[config.mk]
export PLATFORM = sky130hd
export DESIGN_NAME = cycle_count_timer_run_controller_unit_flat
export DESIGN_NICKNAME = d
export VERILOG_FILES = /design/src/design/ccr_pkg.sv /design/src/design/ccr_if.sv /design/src/design/ccr_div.sv /design/src/design/cycle_count_timer_run_controller_unit.sv /design/src/flat_wrapper.sv
export VERILOG_INCLUDE_DIRS = /design/src /design/src/design
export SDC_FILE = /design/constraint.sdc
export NUM_CORES = 1
export LEC_CHECK = 0
export ABC_AREA = 1
export BUFFER_PORTS_ARGS = -buffer_cell sky130_fd_sc_hd__buf_2
export CAP_MARGIN = 40
export CELL_PAD_IN_SITES_DETAIL_PLACEMENT = 0
export CELL_PAD_IN_SITES_GLOBAL_PLACEMENT = 1
export CORE_ASPECT_RATIO = 2
export CORE_MARGIN = 8
export CORE_UTILIZATION = 35
export DETAILED_ROUTE_END_ITERATION = 10
export PLACE_DENSITY_LB_ADDON = 0.05
export RECOVER_POWER = 50
export SYNTH_ARGS = -nofsm -noshare
export SYNTH_HDL_FRONTEND = slang
export SYNTH_SLANG_ARGS = --single-unit
export TNS_END_PERCENT = 5
[constraint.sdc]
create_clock -name clock -period 5 [get_ports clock]
set_input_delay 0.25 -clock clock [delete_from_list [all_inputs] [get_ports clock]]
set_output_delay 0.25 -clock clock [all_outputs]
set_load 0.01 [all_outputs]
[src/design/cycle_count_timer_run_controller_unit_defines.svh]
// Assertion macros shared by the run controller modules.
// Each expects a clock named clock and an active-high reset named reset.
`ifndef CYCLE_COUNT_TIMER_RUN_CONTROLLER_UNIT_DEFINES_SVH
`define CYCLE_COUNT_TIMER_RUN_CONTROLLER_UNIT_DEFINES_SVH

// Same-cycle implication.
`define CCR_ASSERT_IMPL(label, ante, cons, msg) \
   label: assert property (@(posedge clock) disable iff (reset) (ante) |-> (cons)) \
      else $error(msg);

// Next-cycle implication.
`define CCR_ASSERT_NEXT(label, ante, cons, msg) \
   label: assert property (@(posedge clock) disable iff (reset) (ante) |=> (cons)) \
      else $error(msg);

`endif

[src/design/ccr_pkg.sv]
// Types and constants for the run controller.
// Used by the channel interfaces, the percent divider and the top level.
package ccr_pkg;

   localparam int CYCLE_TARGET_W = 30;
   localparam int TIME_TARGET_W  = 17;
   localparam int SPEED_W        = 7;
   localparam int STEPS_W        = 16;
   localparam int CSR_DATA_W     = 30;
   localparam int CSR_INDEX_W    = 2;
   localparam int PCT_W          = 7;
   localparam int DUTY_W         = 8;
   localparam int OUT_COUNT_W    = 32;
   localparam int CMD_W          = 3;
   localparam int MODE_W         = 3;
   localparam int DIV_NUM_W      = 37;
   localparam int DIV_STEPS      = 7;
   localparam int DIV_COUNT_W    = 3;
   localparam int DUTY_SHIFT     = 22;
   localparam int DUTY_RECIP_W   = 24;
   localparam int DUTY_PROD_W    = 31;

   localparam logic [CSR_INDEX_W-1:0] CSR_CYCLE_TARGET    = 2'd0;
   localparam logic [CSR_INDEX_W-1:0] CSR_TIME_TARGET     = 2'd1;
   localparam logic [CSR_INDEX_W-1:0] CSR_SPEED_PERCENT   = 2'd2;
   localparam logic [CSR_INDEX_W-1:0] CSR_STEPS_PER_CYCLE = 2'd3;

   localparam logic [SPEED_W-1:0]      SPEED_MIN   = 7'd30;
   localparam logic [SPEED_W-1:0]      SPEED_MAX   = 7'd100;
   localparam logic [SPEED_W-1:0]      SPEED_RESET = 7'd100;
   localparam logic [STEPS_W-1:0]      STEPS_RESET = 16'd187;
   localparam logic [STEPS_W-1:0]      STEPS_MAX   = 16'hFFFF;
   localparam logic [PCT_W-1:0]        PCT_FULL    = 7'd100;
   localparam logic [DUTY_RECIP_W-1:0] DUTY_RECIP  = 24'd10695720;

   typedef enum logic [CMD_W-1:0] {
      CMD_STEP         = 3'd0,
      CMD_TICK         = 3'd1,
      CMD_SET_REQUEST  = 3'd2,
      CMD_RESET_TOTALS = 3'd3,
      CMD_POLL         = 3'd4
   } command_type;

   typedef enum logic [MODE_W-1:0] {
      MODE_IDLE    = 3'd0,
      MODE_RUN     = 3'd1,
      MODE_COUNTER = 3'd2,
      MODE_TIMER   = 3'd3,
      MODE_BOTH    = 3'd4
   } mode_type;

   typedef enum logic [2:0] {
      SEQ_IDLE,
      SEQ_EVENT,
      SEQ_CYC,
      SEQ_CYC_WAIT,
      SEQ_TIME,
      SEQ_TIME_WAIT,
      SEQ_FINISH
   } seq_type;

   typedef struct packed {
      logic                      start;
      logic [CYCLE_TARGET_W-1:0] dividend;
      logic [CYCLE_TARGET_W-1:0] divisor;
   } div_req_type;

   typedef struct packed {
      logic             done;
      logic [PCT_W-1:0] quotient;
   } div_rsp_type;

endpackage

[src/design/ccr_if.sv]
// Valid/ready channel interfaces for request and response items.
// Depends on ccr_pkg for field widths.
interface ccr_req_if;
   logic                      valid;
   logic                      ready;
   logic [ccr_pkg::CMD_W-1:0] command;
   logic                      request_value;

   modport source(output valid, command, request_value, input ready);
   modport sink(input valid, command, request_value, output ready);
endinterface

interface ccr_rsp_if;
   logic                            valid;
   logic                            ready;
   logic [ccr_pkg::MODE_W-1:0]      run_state;
   logic                            motor_enable;
   logic [ccr_pkg::DUTY_W-1:0]      pwm_duty;
   logic [ccr_pkg::PCT_W-1:0]       progress_percent;
   logic [ccr_pkg::OUT_COUNT_W-1:0] cycles_completed;
   logic [ccr_pkg::OUT_COUNT_W-1:0] elapsed_seconds;
   logic                            request_active;

   modport source(output valid, run_state, motor_enable, pwm_duty, progress_percent,
                  cycles_completed, elapsed_seconds, request_active, input ready);
   modport sink(input valid, run_state, motor_enable, pwm_duty, progress_percent,
                cycles_completed, elapsed_seconds, request_active, output ready);
endinterface

[src/design/ccr_div.sv]
// Restoring divider for percent: quotient of dividend*100 by divisor, one bit a cycle.
// Depends on ccr_pkg and the assertion macro header.
`include "cycle_count_timer_run_controller_unit_defines.svh"

module ccr_div (
   input  logic                 clock,
   input  logic                 reset,
   input  ccr_pkg::div_req_type div_req,
   output ccr_pkg::div_rsp_type div_rsp
);

   logic [ccr_pkg::DIV_NUM_W-1:0]   rem_ff, rem_in;
   logic [ccr_pkg::DIV_NUM_W-1:0]   dsh_ff, dsh_in;
   logic [ccr_pkg::DIV_COUNT_W-1:0] count_ff, count_in;
   logic [ccr_pkg::PCT_W-1:0]       q_ff, q_in;
   logic                            busy_ff, busy_in;
   logic                            done_ff, done_in;
   logic                            fits;

   assign fits = (rem_ff >= dsh_ff);

   always_comb begin
      rem_in   = rem_ff;
      dsh_in   = dsh_ff;
      count_in = count_ff;
      q_in     = q_ff;
      busy_in  = busy_ff;
      done_in  = 1'b0;
      if (div_req.start) begin
         rem_in   = ccr_pkg::DIV_NUM_W'(div_req.dividend) * ccr_pkg::DIV_NUM_W'(100);
         dsh_in   = ccr_pkg::DIV_NUM_W'(div_req.divisor) << (ccr_pkg::DIV_STEPS - 1);
         count_in = ccr_pkg::DIV_COUNT_W'(ccr_pkg::DIV_STEPS - 1);
         q_in     = '0;
         busy_in  = 1'b1;
      end else if (busy_ff) begin
         if (fits) begin
            rem_in = rem_ff - dsh_ff;
         end
         q_in   = {q_ff[ccr_pkg::PCT_W-2:0], fits};
         dsh_in = dsh_ff >> 1;
         if (count_ff == '0) begin
            busy_in = 1'b0;
            done_in = 1'b1;
         end else begin
            count_in = count_ff - 1'b1;
         end
      end
   end

   always_ff @(posedge clock) begin
      if (reset) begin
         busy_ff <= 1'b0;
         done_ff <= 1'b0;
      end else begin
         busy_ff <= busy_in;
         done_ff <= done_in;
      end
      rem_ff   <= rem_in;
      dsh_ff   <= dsh_in;
      count_ff <= count_in;
      q_ff     <= q_in;
   end

   assign div_rsp.done     = done_ff;
   assign div_rsp.quotient = q_ff;

   `CCR_ASSERT_IMPL(a_start_when_free, div_req.start, !busy_ff, "divider started while busy")
   `CCR_ASSERT_IMPL(a_done_not_busy, done_ff, !busy_ff, "divider done while still busy")
   `CCR_ASSERT_NEXT(a_done_single, done_ff, !done_ff, "divider done held for two cycles")

endmodule

[src/design/cycle_count_timer_run_controller_unit.sv]
// Run controller: an item passes the event, cycle, time and finish steps from acceptance
// to a registered result, and uses the shared percent divider at most once in counter or
// timer state and at most twice in the both state. One item is in work at a time, so no
// new item is accepted until the last one has finished. A result waiting on the output
// does not block acceptance, but holds the next item at its final step until it leaves.
// Synchronous active-high reset clears the run state, totals and configuration registers
// to their documented values; no clearing pass is needed.
`include "cycle_count_timer_run_controller_unit_defines.svh"

module cycle_count_timer_run_controller_unit #(
   parameter int COUNT_WIDTH = 32
) (
   input  logic                               clock,
   input  logic                               reset,
   ccr_req_if.sink                            req_chan,
   ccr_rsp_if.source                          rsp_chan,
   input  logic                               csr_write_enable,
   input  logic [ccr_pkg::CSR_INDEX_W-1:0]    csr_index,
   input  logic [ccr_pkg::CSR_DATA_W-1:0]     csr_write_data
);

   localparam logic [COUNT_WIDTH-1:0] COUNT_MAX = {COUNT_WIDTH{1'b1}};

   ccr_pkg::seq_type  seq_ff, seq_in;
   ccr_pkg::mode_type mode_ff, mode_in;

   logic [ccr_pkg::CMD_W-1:0]          cmd_ff;
   logic                               rv_ff;
   logic                               req_flag_ff, req_flag_in;
   logic [ccr_pkg::STEPS_W-1:0]        step_acc_ff, step_acc_in;
   logic [COUNT_WIDTH-1:0]             cycle_total_ff, cycle_total_in;
   logic [COUNT_WIDTH-1:0]             second_total_ff, second_total_in;
   logic [ccr_pkg::PCT_W-1:0]          progress_ff, progress_in;
   logic [ccr_pkg::PCT_W-1:0]          pc_ff, pc_in;
   logic [ccr_pkg::PCT_W-1:0]          pt_ff, pt_in;

   logic [ccr_pkg::CYCLE_TARGET_W-1:0] cycle_target_ff;
   logic [ccr_pkg::TIME_TARGET_W-1:0]  time_target_ff;
   logic [ccr_pkg::SPEED_W-1:0]        speed_ff;
   logic [ccr_pkg::STEPS_W-1:0]        steps_ff;

   logic                               rsp_valid_ff, rsp_valid_in;
   logic [ccr_pkg::MODE_W-1:0]         rsp_state_ff, rsp_state_in;
   logic                               rsp_enable_ff, rsp_enable_in;
   logic [ccr_pkg::DUTY_W-1:0]         rsp_duty_ff, rsp_duty_in;
   logic [ccr_pkg::PCT_W-1:0]          rsp_progress_ff, rsp_progress_in;
   logic [ccr_pkg::OUT_COUNT_W-1:0]    rsp_cycles_ff, rsp_cycles_in;
   logic [ccr_pkg::OUT_COUNT_W-1:0]    rsp_seconds_ff, rsp_seconds_in;
   logic                               rsp_request_ff, rsp_request_in;

   ccr_pkg::div_req_type               div_req;
   ccr_pkg::div_rsp_type               div_rsp;

   logic [63:0]                        cyc64, sec64;
   logic [63:0]                        ctgt64, ttgt64;
   logic                               cyc_full, time_full;
   logic [ccr_pkg::STEPS_W-1:0]        acc_inc;
   logic [ccr_pkg::SPEED_W-1:0]        speed_cl;
   logic [ccr_pkg::DUTY_PROD_W-1:0]    duty_prod;
   logic [ccr_pkg::DUTY_W-1:0]         duty;
   logic [ccr_pkg::PCT_W-1:0]          pct_max;
   logic                               finish_go;
   logic                               enable;
   logic                               req_ok;

   ccr_div u_div (
      .clock   (clock),
      .reset   (reset),
      .div_req (div_req),
      .div_rsp (div_rsp)
   );

   assign cyc64     = 64'(cycle_total_ff);
   assign sec64     = 64'(second_total_ff);
   assign ctgt64    = 64'(cycle_target_ff);
   assign ttgt64    = 64'(time_target_ff);
   assign cyc_full  = (cycle_target_ff == '0) || (cyc64 >= ctgt64);
   assign time_full = (time_target_ff == '0) || (sec64 >= ttgt64);
   assign acc_inc   = (step_acc_ff != ccr_pkg::STEPS_MAX) ? step_acc_ff + 1'b1 : step_acc_ff;
   assign pct_max   = (pc_ff > pt_ff) ? pc_ff : pt_ff;
   assign finish_go = !rsp_valid_ff || rsp_chan.ready;

   always_comb begin
      if (speed_ff < ccr_pkg::SPEED_MIN) begin
         speed_cl = ccr_pkg::SPEED_MIN;
      end else if (speed_ff > ccr_pkg::SPEED_MAX) begin
         speed_cl = ccr_pkg::SPEED_MAX;
      end else begin
         speed_cl = speed_ff;
      end
   end

   assign duty_prod = ccr_pkg::DUTY_PROD_W'(speed_cl) * ccr_pkg::DUTY_PROD_W'(ccr_pkg::DUTY_RECIP);
   assign duty      = duty_prod[ccr_pkg::DUTY_SHIFT +: ccr_pkg::DUTY_W];

   always_comb begin
      div_req.start    = 1'b0;
      div_req.dividend = cyc64[ccr_pkg::CYCLE_TARGET_W-1:0];
      div_req.divisor  = cycle_target_ff;
      if (seq_ff == ccr_pkg::SEQ_TIME) begin
         div_req.dividend = sec64[ccr_pkg::CYCLE_TARGET_W-1:0];
         div_req.divisor  = ccr_pkg::CYCLE_TARGET_W'(time_target_ff);
      end
      if (seq_ff == ccr_pkg::SEQ_CYC) begin
         div_req.start = (mode_ff == ccr_pkg::MODE_COUNTER || mode_ff == ccr_pkg::MODE_BOTH)
                         && !cyc_full;
      end
      if (seq_ff == ccr_pkg::SEQ_TIME) begin
         div_req.start = (mode_ff == ccr_pkg::MODE_TIMER || mode_ff == ccr_pkg::MODE_BOTH)
                         && !time_full;
      end
   end

   always_comb begin
      seq_in          = seq_ff;
      mode_in         = mode_ff;
      req_flag_in     = req_flag_ff;
      step_acc_in     = step_acc_ff;
      cycle_total_in  = cycle_total_ff;
      second_total_in = second_total_ff;
      progress_in     = progress_ff;
      pc_in           = pc_ff;
      pt_in           = pt_ff;
      rsp_valid_in    = rsp_valid_ff && !rsp_chan.ready;
      rsp_state_in    = rsp_state_ff;
      rsp_enable_in   = rsp_enable_ff;
      rsp_duty_in     = rsp_duty_ff;
      rsp_progress_in = rsp_progress_ff;
      rsp_cycles_in   = rsp_cycles_ff;
      rsp_seconds_in  = rsp_seconds_ff;
      rsp_request_in  = rsp_request_ff;
      enable          = 1'b0;
      req_ok          = 1'b0;
      unique case (seq_ff)
         ccr_pkg::SEQ_IDLE: begin
            if (req_chan.valid) begin
               seq_in = ccr_pkg::SEQ_EVENT;
            end
         end
         ccr_pkg::SEQ_EVENT: begin
            case (cmd_ff)
               ccr_pkg::CMD_STEP: begin
                  if (acc_inc >= steps_ff) begin
                     step_acc_in    = '0;
                     cycle_total_in = (cycle_total_ff == COUNT_MAX) ? cycle_total_ff
                                      : cycle_total_ff + 1'b1;
                  end else begin
                     step_acc_in = acc_inc;
                  end
               end
               ccr_pkg::CMD_TICK: begin
                  second_total_in = (second_total_ff == COUNT_MAX) ? second_total_ff
                                    : second_total_ff + 1'b1;
               end
               ccr_pkg::CMD_SET_REQUEST: begin
                  req_flag_in = rv_ff;
               end
               ccr_pkg::CMD_RESET_TOTALS: begin
                  mode_in         = ccr_pkg::MODE_IDLE;
                  req_flag_in     = 1'b0;
                  cycle_total_in  = '0;
                  second_total_in = '0;
               end
               default: begin
               end
            endcase
            seq_in = ccr_pkg::SEQ_CYC;
         end
         ccr_pkg::SEQ_CYC: begin
            pc_in  = ccr_pkg::PCT_FULL;
            seq_in = div_req.start ? ccr_pkg::SEQ_CYC_WAIT : ccr_pkg::SEQ_TIME;
         end
         ccr_pkg::SEQ_CYC_WAIT: begin
            if (div_rsp.done) begin
               pc_in  = div_rsp.quotient;
               seq_in = ccr_pkg::SEQ_TIME;
            end
         end
         ccr_pkg::SEQ_TIME: begin
            pt_in  = ccr_pkg::PCT_FULL;
            seq_in = div_req.start ? ccr_pkg::SEQ_TIME_WAIT : ccr_pkg::SEQ_FINISH;
         end
         ccr_pkg::SEQ_TIME_WAIT: begin
            if (div_rsp.done) begin
               pt_in  = div_rsp.quotient;
               seq_in = ccr_pkg::SEQ_FINISH;
            end
         end
         ccr_pkg::SEQ_FINISH: begin
            if (finish_go) begin
               enable = 1'b1;
               unique case (mode_ff)
                  ccr_pkg::MODE_RUN: begin
                     if (cycle_target_ff != '0) begin
                        mode_in = ccr_pkg::MODE_COUNTER;
                     end else if (time_target_ff != '0) begin
                        mode_in = ccr_pkg::MODE_TIMER;
                     end
                     if (!req_flag_ff) begin
                        mode_in = ccr_pkg::MODE_IDLE;
                     end
                  end
                  ccr_pkg::MODE_COUNTER: begin
                     progress_in = pc_ff;
                     if (!req_flag_ff || cyc64 >= ctgt64) begin
                        mode_in     = ccr_pkg::MODE_IDLE;
                        req_flag_in = 1'b0;
                     end else if (time_target_ff != '0) begin
                        mode_in = ccr_pkg::MODE_BOTH;
                     end
                  end
                  ccr_pkg::MODE_TIMER: begin
                     progress_in = pt_ff;
                     if (!req_flag_ff || sec64 >= ttgt64) begin
                        mode_in     = ccr_pkg::MODE_IDLE;
                        req_flag_in = 1'b0;
                     end else if (cycle_target_ff != '0) begin
                        mode_in = ccr_pkg::MODE_BOTH;
                     end
                  end
                  ccr_pkg::MODE_BOTH: begin
                     progress_in = pct_max;
                     if (!req_flag_ff || pct_max >= ccr_pkg::PCT_FULL) begin
                        mode_in     = ccr_pkg::MODE_IDLE;
                        req_flag_in = 1'b0;
                     end
                     if (time_target_ff == '0) begin
                        mode_in = ccr_pkg::MODE_COUNTER;
                     end
                     if (cycle_target_ff == '0) begin
                        mode_in = ccr_pkg::MODE_TIMER;
                     end
                  end
                  default: begin
                     enable = 1'b0;
                     if (req_flag_ff) begin
                        mode_in = ccr_pkg::MODE_RUN;
                     end
                  end
               endcase
               req_ok          = 1'b1;
               rsp_valid_in    = 1'b1;
               rsp_state_in    = mode_in;
               rsp_enable_in   = enable;
               rsp_duty_in     = enable ? duty : '0;
               rsp_progress_in = progress_in;
               rsp_cycles_in   = cyc64[ccr_pkg::OUT_COUNT_W-1:0];
               rsp_seconds_in  = sec64[ccr_pkg::OUT_COUNT_W-1:0];
               rsp_request_in  = req_flag_in;
               seq_in          = ccr_pkg::SEQ_IDLE;
            end
         end
         default: begin
            seq_in = ccr_pkg::SEQ_IDLE;
         end
      endcase
   end

   always_ff @(posedge clock) begin
      if (reset) begin
         seq_ff          <= ccr_pkg::SEQ_IDLE;
         mode_ff         <= ccr_pkg::MODE_IDLE;
         req_flag_ff     <= 1'b0;
         step_acc_ff     <= '0;
         cycle_total_ff  <= '0;
         second_total_ff <= '0;
         progress_ff     <= '0;
         rsp_valid_ff    <= 1'b0;
         cycle_target_ff <= '0;
         time_target_ff  <= '0;
         speed_ff        <= ccr_pkg::SPEED_RESET;
         steps_ff        <= ccr_pkg::STEPS_RESET;
      end else begin
         seq_ff          <= seq_in;
         mode_ff         <= mode_in;
         req_flag_ff     <= req_flag_in;
         step_acc_ff     <= step_acc_in;
         cycle_total_ff  <= cycle_total_in;
         second_total_ff <= second_total_in;
         progress_ff     <= progress_in;
         rsp_valid_ff    <= rsp_valid_in;
         if (csr_write_enable) begin
            unique case (csr_index)
               ccr_pkg::CSR_CYCLE_TARGET: begin
                  cycle_target_ff <= csr_write_data;
               end
               ccr_pkg::CSR_TIME_TARGET: begin
                  time_target_ff <= csr_write_data[ccr_pkg::TIME_TARGET_W-1:0];
               end
               ccr_pkg::CSR_SPEED_PERCENT: begin
                  speed_ff <= csr_write_data[ccr_pkg::SPEED_W-1:0];
               end
               ccr_pkg::CSR_STEPS_PER_CYCLE: begin
                  steps_ff <= csr_write_data[ccr_pkg::STEPS_W-1:0];
               end
               default: begin
               end
            endcase
         end
      end
      if (seq_ff == ccr_pkg::SEQ_IDLE && req_chan.valid) begin
         cmd_ff <= req_chan.command;
         rv_ff  <= req_chan.request_value;
      end
      pc_ff           <= pc_in;
      pt_ff           <= pt_in;
      rsp_state_ff    <= rsp_state_in;
      rsp_enable_ff   <= rsp_enable_in;
      rsp_duty_ff     <= rsp_duty_in;
      rsp_progress_ff <= rsp_progress_in;
      rsp_cycles_ff   <= rsp_cycles_in;
      rsp_seconds_ff  <= rsp_seconds_in;
      rsp_request_ff  <= rsp_request_in;
   end

   assign req_chan.ready            = (seq_ff == ccr_pkg::SEQ_IDLE);
   assign rsp_chan.valid            = rsp_valid_ff;
   assign rsp_chan.run_state        = rsp_state_ff;
   assign rsp_chan.motor_enable     = rsp_enable_ff;
   assign rsp_chan.pwm_duty         = rsp_duty_ff;
   assign rsp_chan.progress_percent = rsp_progress_ff;
   assign rsp_chan.cycles_completed = rsp_cycles_ff;
   assign rsp_chan.elapsed_seconds  = rsp_seconds_ff;
   assign rsp_chan.request_active   = rsp_request_ff;

   `CCR_ASSERT_IMPL(a_progress_range, 1'b1, progress_ff <= ccr_pkg::PCT_FULL, "progress above full")
   `CCR_ASSERT_IMPL(a_duty_gated, rsp_valid_ff && !rsp_enable_ff, rsp_duty_ff == '0, "duty without enable")
   `CCR_ASSERT_NEXT(a_finish_issues, req_ok, rsp_valid_ff && seq_ff == ccr_pkg::SEQ_IDLE, "finish lost item")

endmodule

[src/flat_wrapper.sv]
// flat-port wrapper written by rule: the top's interface ports become plain ports
module cycle_count_timer_run_controller_unit_flat 
#(
   parameter int COUNT_WIDTH = 32
)
  (clock, reset, csr_write_enable, csr_index, csr_write_data, req_chan_valid, req_chan_command, req_chan_request_value, req_chan_ready, rsp_chan_valid, rsp_chan_run_state, rsp_chan_motor_enable, rsp_chan_pwm_duty, rsp_chan_progress_percent, rsp_chan_cycles_completed, rsp_chan_elapsed_seconds, rsp_chan_request_active, rsp_chan_ready);
  ccr_req_if req_chan_i ();
  ccr_rsp_if rsp_chan_i ();
  input  logic clock;
  input  logic reset;
  input  logic csr_write_enable;
  input  logic [ccr_pkg::CSR_INDEX_W-1:0] csr_index;
  input  logic [ccr_pkg::CSR_DATA_W-1:0] csr_write_data;
  input wire logic [$bits(req_chan_i.valid)-1:0] req_chan_valid;
  input wire logic [$bits(req_chan_i.command)-1:0] req_chan_command;
  input wire logic [$bits(req_chan_i.request_value)-1:0] req_chan_request_value;
  output wire logic [$bits(req_chan_i.ready)-1:0] req_chan_ready;
  output wire logic [$bits(rsp_chan_i.valid)-1:0] rsp_chan_valid;
  output wire logic [$bits(rsp_chan_i.run_state)-1:0] rsp_chan_run_state;
  output wire logic [$bits(rsp_chan_i.motor_enable)-1:0] rsp_chan_motor_enable;
  output wire logic [$bits(rsp_chan_i.pwm_duty)-1:0] rsp_chan_pwm_duty;
  output wire logic [$bits(rsp_chan_i.progress_percent)-1:0] rsp_chan_progress_percent;
  output wire logic [$bits(rsp_chan_i.cycles_completed)-1:0] rsp_chan_cycles_completed;
  output wire logic [$bits(rsp_chan_i.elapsed_seconds)-1:0] rsp_chan_elapsed_seconds;
  output wire logic [$bits(rsp_chan_i.request_active)-1:0] rsp_chan_request_active;
  input wire logic [$bits(rsp_chan_i.ready)-1:0] rsp_chan_ready;
  assign req_chan_i.valid = req_chan_valid;
  assign req_chan_i.command = req_chan_command;
  assign req_chan_i.request_value = req_chan_request_value;
  assign req_chan_ready = req_chan_i.ready;
  assign rsp_chan_valid = rsp_chan_i.valid;
  assign rsp_chan_run_state = rsp_chan_i.run_state;
  assign rsp_chan_motor_enable = rsp_chan_i.motor_enable;
  assign rsp_chan_pwm_duty = rsp_chan_i.pwm_duty;
  assign rsp_chan_progress_percent = rsp_chan_i.progress_percent;
  assign rsp_chan_cycles_completed = rsp_chan_i.cycles_completed;
  assign rsp_chan_elapsed_seconds = rsp_chan_i.elapsed_seconds;
  assign rsp_chan_request_active = rsp_chan_i.request_active;
  assign rsp_chan_i.ready = rsp_chan_ready;
  cycle_count_timer_run_controller_unit #(.COUNT_WIDTH(COUNT_WIDTH)) u_core (.clock(clock), .reset(reset), .req_chan(req_chan_i), .rsp_chan(rsp_chan_i), .csr_write_enable(csr_write_enable), .csr_index(csr_index), .csr_write_data(csr_write_data));
endmodule
======== Word-level counts from Yosys, hierarchy flattened ========
Cells that the tools add are included.
storage, ports and cells
  flip-flop bits (word level) ............. 352
  bits in latches ......................... 0
  RAM bits ................................ 0
  memory bits (read-only) ................. 0
  memories ................................ 0
operators by class
  add/sub/neg operators ................... 5
  multipliers ............................. 2
  div/mod/pow operators ................... 0
  order comparisons ....................... 8
  equality and inequality tests ........... 28
  shifts and indexed selects .............. 0
  muxes and demuxes ....................... 60
  bitwise operators ....................... 2
  reductions and logical operators ........ 50
operators by type and width
  kind                   count
  $pmux 32 s2            2
  $mux 37                3
  $mux 32                3
  $mux 36                2
  $add 32x1->32 const B  2
  $eq 32x32->1 const B   2
  $mux 60                1
  $mux 3                 18
  $ge 37x36->1           1
  $sub 37x36->37         1
  $mul 30x5->35 const B  1
  $ge 32x17->1           1
  $ge 32x30->1           1
  $mux 16                2
  $logic_not 30->1       1
  $reduce_bool 30->1     1
  $mux 7                 4
  $pmux 7 s2             2
  $mul 7x21->27 const B  1
  $reduce_and 2->1       11
  $pmux 3 s7             1
  $pmux 7 s3             1
  $eq 3x2->1 const B     6
  $logic_not 17->1       1
  33 further kinds       86

======== Longest topological paths before layout ========
  word-level depth ........................ 10
  mapped depth ............................ 26
  mapped depth without buffers ............ 23

======== By module ========
A second synthesis with hierarchy kept.
second synthesis, totals
  cells, all modules ...................... 3,465
  area, all modules ....................... 25,730.9 um^2
modules (own cells, without submodules)
  module                                 instances  cells an instance  area each (um^2)
  cycle_count_timer_run_controller_unit  1          2,097              16,101.7
  ccr_div                                1          1,368              9,629.2

======== Worst setup path after synthesis ========
No wires, ideal clock.
  path kind ............................... reg-to-reg
  from .................................... register u_core.seq_ff[1]
  to ...................................... register u_core.u_div.rem_ff[25] in the netlist's numbering (data pin)
  data arrival time ....................... 4,219 ps
  data required time ...................... 4,744 ps
  setup slack ............................. 525 ps
  stages on the path, launching flop included .. 22
  path buffers ............................ 3
  clock period less this slack ............ 4,475 ps
  path through ............................ dfxtp_1 -> clkbuf_1 -> nor2_1 -> nand2_1 -> inv_1 -> clkbuf_1 -> clkbuf_1 -> o21ai_0 -> ha_1 -> ha_1 -> inv_1 -> fa_1 -> inv_1 -> ha_1 -> nand3_1 -> nand2_1 -> a21oi_1 -> o21ai_0 -> a21oi_1 -> o21ai_0 -> xnor2_1 -> o21ai_1
between the ends
  cells in the longest elaborated chain, start to end .. 4
ends and longest elaborated chain
  element                                   line                                                                                                                                      RTL
  from (decl)                               cycle_count_timer_run_controller_unit.sv:24                                                                                               ccr_pkg::seq_type seq_ff, seq_in;
  from (signal assigned)                    cycle_count_timer_run_controller_unit.sv:261                                                                                              seq_ff <= ccr_pkg::SEQ_IDLE;
  from (signal assigned)                    cycle_count_timer_run_controller_unit.sv:274                                                                                              seq_ff <= seq_in;
  $eq 3x3->1 or $eq 3x2->1 (tied branches)  cycle_count_timer_run_controller_unit.sv:100, cycle_count_timer_run_controller_unit.sv:108, cycle_count_timer_run_controller_unit.sv:104
  $mux 60 or $mux 1 (tied branches)         cycle_count_timer_run_controller_unit.sv:100, cycle_count_timer_run_controller_unit.sv:104
  $mul 30x5->35 or $mux 1 (tied branches)   ccr_div.sv:30, cycle_count_timer_run_controller_unit.sv:108
  $mux 37 (*)                               ccr_div.sv:29                                                                                                                             if (div_req.start) begin
  net u_core.u_div.rem_in (one bit)         ccr_div.sv:12                                                                                                                             logic [ccr_pkg::DIV_NUM_W-1:0] rem_ff, rem_in;
  to (signal assigned)                      ccr_div.sv:58                                                                                                                             rem_ff <= rem_in;
  to (decl)                                 ccr_div.sv:12
The timed path passes the listed nets; every way through them passes the cells marked *.
A chain may end at the register's enable or synchronous reset.

======== Final worst setup path ========
  from .................................... register u_core.seq_ff[1]
  to ...................................... register u_core.u_div.rem_ff[32] in the netlist's numbering (data pin)
Same word-level chain as after synthesis.

==> run metrics <==
gate count after technology mapping=3280; layout cells sized above 1=between 5 and 6%; IO Pins=about 130; Fill cells=just under 8000; CP startpoint kind=flip-flop; CTS root buf=clkbuf_16; Worst Path Max Fanout=58; Detailed Route Iter0 Violations=1293; met3 Usage GRT=2.545%; Clock power frac=a little over two fifths; Clock Sinks=352; Mapped Area=25040 um2; clock buffer depth=3; failing checks=capacitance limit, slew limit; core region area=71310 um2; vias per cell=5.128; multi-input logic area=13820 um2; Detail Placement HPWL=approximately 74 mm; Nets=roughly 3800; largest family of logic cells by synthesized area=simple AND/OR/NAND/NOR gates; sequential share of the synthesized area=34.81%; Fin. Hold Viols=0; CTS tree=yes; Final setup viols=0; Hold/Removal Path Class=in2reg; port bufs=126; Psw=0.002305 W; postcts setup bufs=0; final period utilization=92.80%; Fin Hold WS=0.05131 ns; clock latency on the worst-skew pair=around 0.60 ns; vias after detailed routing=22610; most frequent cell after synthesis=nand2_1; Unique masters post-synth=63; Die X=205.2 um; H-tree Lvls=2; clock skew=between 0.02 and 0.03 ns; complex-gate fraction of the synthesized area=between 10% and 20%; mux cell area share after synthesis=0%; critical path class=reg2reg; max-cap viol count=2; Post-DRT Antenna Nets=0; # DRC=0; die area=80890 um2; first-pass GRT wire length=139.3 mm; post-synthesis adder-cell area fraction=16.16%; Final Non-Filler Cells=4409; total track usage=roughly 23%; starting density of the core=about a third; maximum clock frequency=215.5 MHz; Tmin final=~4.6 ns; area added between synthesis and finish=13.24%; Yosys top cell area share=20.02%; Die H=between 300 and 400 um; Worst slew margin=-130.4%; total congestion overflow=0; ys async rst share=0%; Synth Register Bits=352; Arr. time, crit path=4.96 ns; final WL=92.49 mm; worst slew pin tran=~3.5 ns; setup ws final=0.3598 ns; row cnt=139; Post-synth top flop=dfxtp_1; Synthesized Nets=3621; Synth area leaders=edfxtp_1 (20%), dfxtp_1 (15%), ha_1 (13%); run status=finished with violations; critical path capture point type=flip-flop; RSZ-0062 raised after global routing=yes; Ys Warns=0; Power Internal=0.005243 W; share of power burned in registers=between 40% and 50%; largest net degree at the start of global routing=73; GR Util met2=between 30 and 40%; Sw Share=30.54%; antenna cell count=0; CP required=5.32 ns; Cells after DPL=4315; fin util=roughly two fifths; dominant cell type by area after synthesis=edfxtp_1; setup TNS=0 ns; DR pass1 iterations=5; met1 Resource Use GR=28.81%; vias in the first global route=22450; final estimated routing congestion in global placement=0.9121; Routed wire per std cell=20.98 um; Inserted Clock Buffers=38; xor/xnor share of the synthesized area=3.008%; total leakage power=12.19 nW; register area=between 8000 and 9000 um2; Comb pwr share=about 16%; number of antenna violations at the first check in global routing=0; Simple-Gate Fraction of Synth Area=20.84%; PwrDens=approximately 270 nW/um2; Clock transition at path regs=~0.07 ns; GR peak layer=met2; VDD IR max=between 0.3 and 0.4 mV; dpl ws=0.1690 ns; number of flops mapped to enable cells by yosys=167; Final Slew Violations=approximately 130; synth cell count leaders=nand2_1 (639), inv_1 (543), a21oi_1 (287); Mean Syn Cell Area=roughly 7.6 um2
## cell type report
class,count,area share (%)
Multi-Input combinational cell,2293,48.72
Sequential cell,352,30.74
Inverter,557,7.390
Timing Repair Buffer,221,4.350
Tap cell,916,4.041
Clock buffer,46,3.565
Clock inverter,24,1.191
## routing by layer
metal | vias to the layer above | routed length (um) | part of all wire, %
li1 | 11330 | - | -
met1 | 10710 | 40900 | 44
met2 | 467 | 44810 | 48
met3 | 107 | 3248 | 3.5
met4 | 0 | 3533 | 3.8
met5 | - | 0 | 0
## cell families after synthesis
logic type / Yosys count
fa+ha+maj: 300
buf+inv: 635
simple gates: 1223
compound gates: 684
xor+xnor: 86
flops: 352
## critical path, stage by stage, from the launching register on
cell	delay (ns)
dfxtp_1	0.47
nor2_1	0.10
nand2_1	0.18
buf_12	0.25
nand2_1	0.13
o21ai_1	0.29
ha_1	0.32
ha_1	0.27
inv_1	0.05
fa_1	0.53
inv_1	0.05
ha_1	0.39
a21oi_1	0.26
o21ai_0	0.14
nor2_1	0.18
nand3_1	0.17
nand2_1	0.10
nand2_1	0.07
a21oi_1	0.19
nand2_1	0.07
nand2_1	0.06
o21ai_1	0.05
## placed cells by master, fill, tap and decap left out, types with 29 or more instances in the layout
cell / count
ha_1: 261
nor2_1: 283
dfxtp_1: 185
o21ai_0: 201
buf_4: 40
xor2_1: 56
nor3_1: 87
inv_1: 542
fa_1: 39
nand2_1: 639
o21ai_1: 39
xnor2_1: 30
a21oi_1: 287
edfxtp_1: 167
buf_2: 38
nand3_1: 93
clkbuf_16: 38
a31oi_1: 29
nand4_1: 60
clkbuf_1: 121
## timing repair
item                       in CTS  in global routing
hold endpoints to repair       27                  0
resized for setup               0                  8
hold buffers                   24                  0
setup endpoints to repair       0                  6
## per-stage QoR
stage / area [um2] / total power [W]
after global routing: 28360 / 0.007880
after CTS: 28600 / 0.007644
after floorplan: 25040 / 0.003999
final: 28360 / 0.007548
after detailed placement: 27010 / 0.004435
after global placement: 26930 / 0.004443
## sequential cells by signal, indices dropped and copies added (netlist names), 8 cells and up
signal / count
u_core.u_div.rem_ff: 37
u_core.u_div.dsh_ff: 36
u_core.cycle_total_ff: 32
u_core.rsp_chan.cycles_completed: 32
u_core.rsp_chan.elapsed_seconds: 32
u_core.second_total_ff: 32
u_core.cycle_target_ff: 30
u_core.time_target_ff: 17
u_core.step_acc_ff: 16
u_core.steps_ff: 16
u_core.rsp_chan.pwm_duty: 8
## power by group through the flow
stage	logic [W]	registers, W	clock network (W)
global route	0.00139	0.00316	0.00333
floorplan	0.000810	0.00319	0
detailed placement	0.00122	0.00322	0
CTS	0.00124	0.00315	0.00325
global placement	0.00123	0.00322	0
finish	0.00124	0.00316	0.00315
## final timing paths
| kind | start | to | slack (ns) | depth (start not counted) |
|---|---|---|---|---|
| hold reg to reg | u_core.steps_ff[14]$_SDFFE_PP0P_ | u_core.steps_ff[14]$_SDFFE_PP0P_ | 0.46 | 2 |
| hold / removal | csr_write_data[16] | u_core.time_target_ff[16]$_SDFFE_PP0P_ | 0.05 | 3 |
| setup / recovery | u_core.seq_ff[1]$_SDFFE_PP0P_ | u_core.u_div.rem_ff[32]$_DFFE_PP_ | 0.36 | 21 |
| setup reg to reg | u_core.seq_ff[1]$_SDFFE_PP0P_ | u_core.u_div.rem_ff[32]$_DFFE_PP_ | 0.36 | 21 |
(Power assumes the default switching activity.)
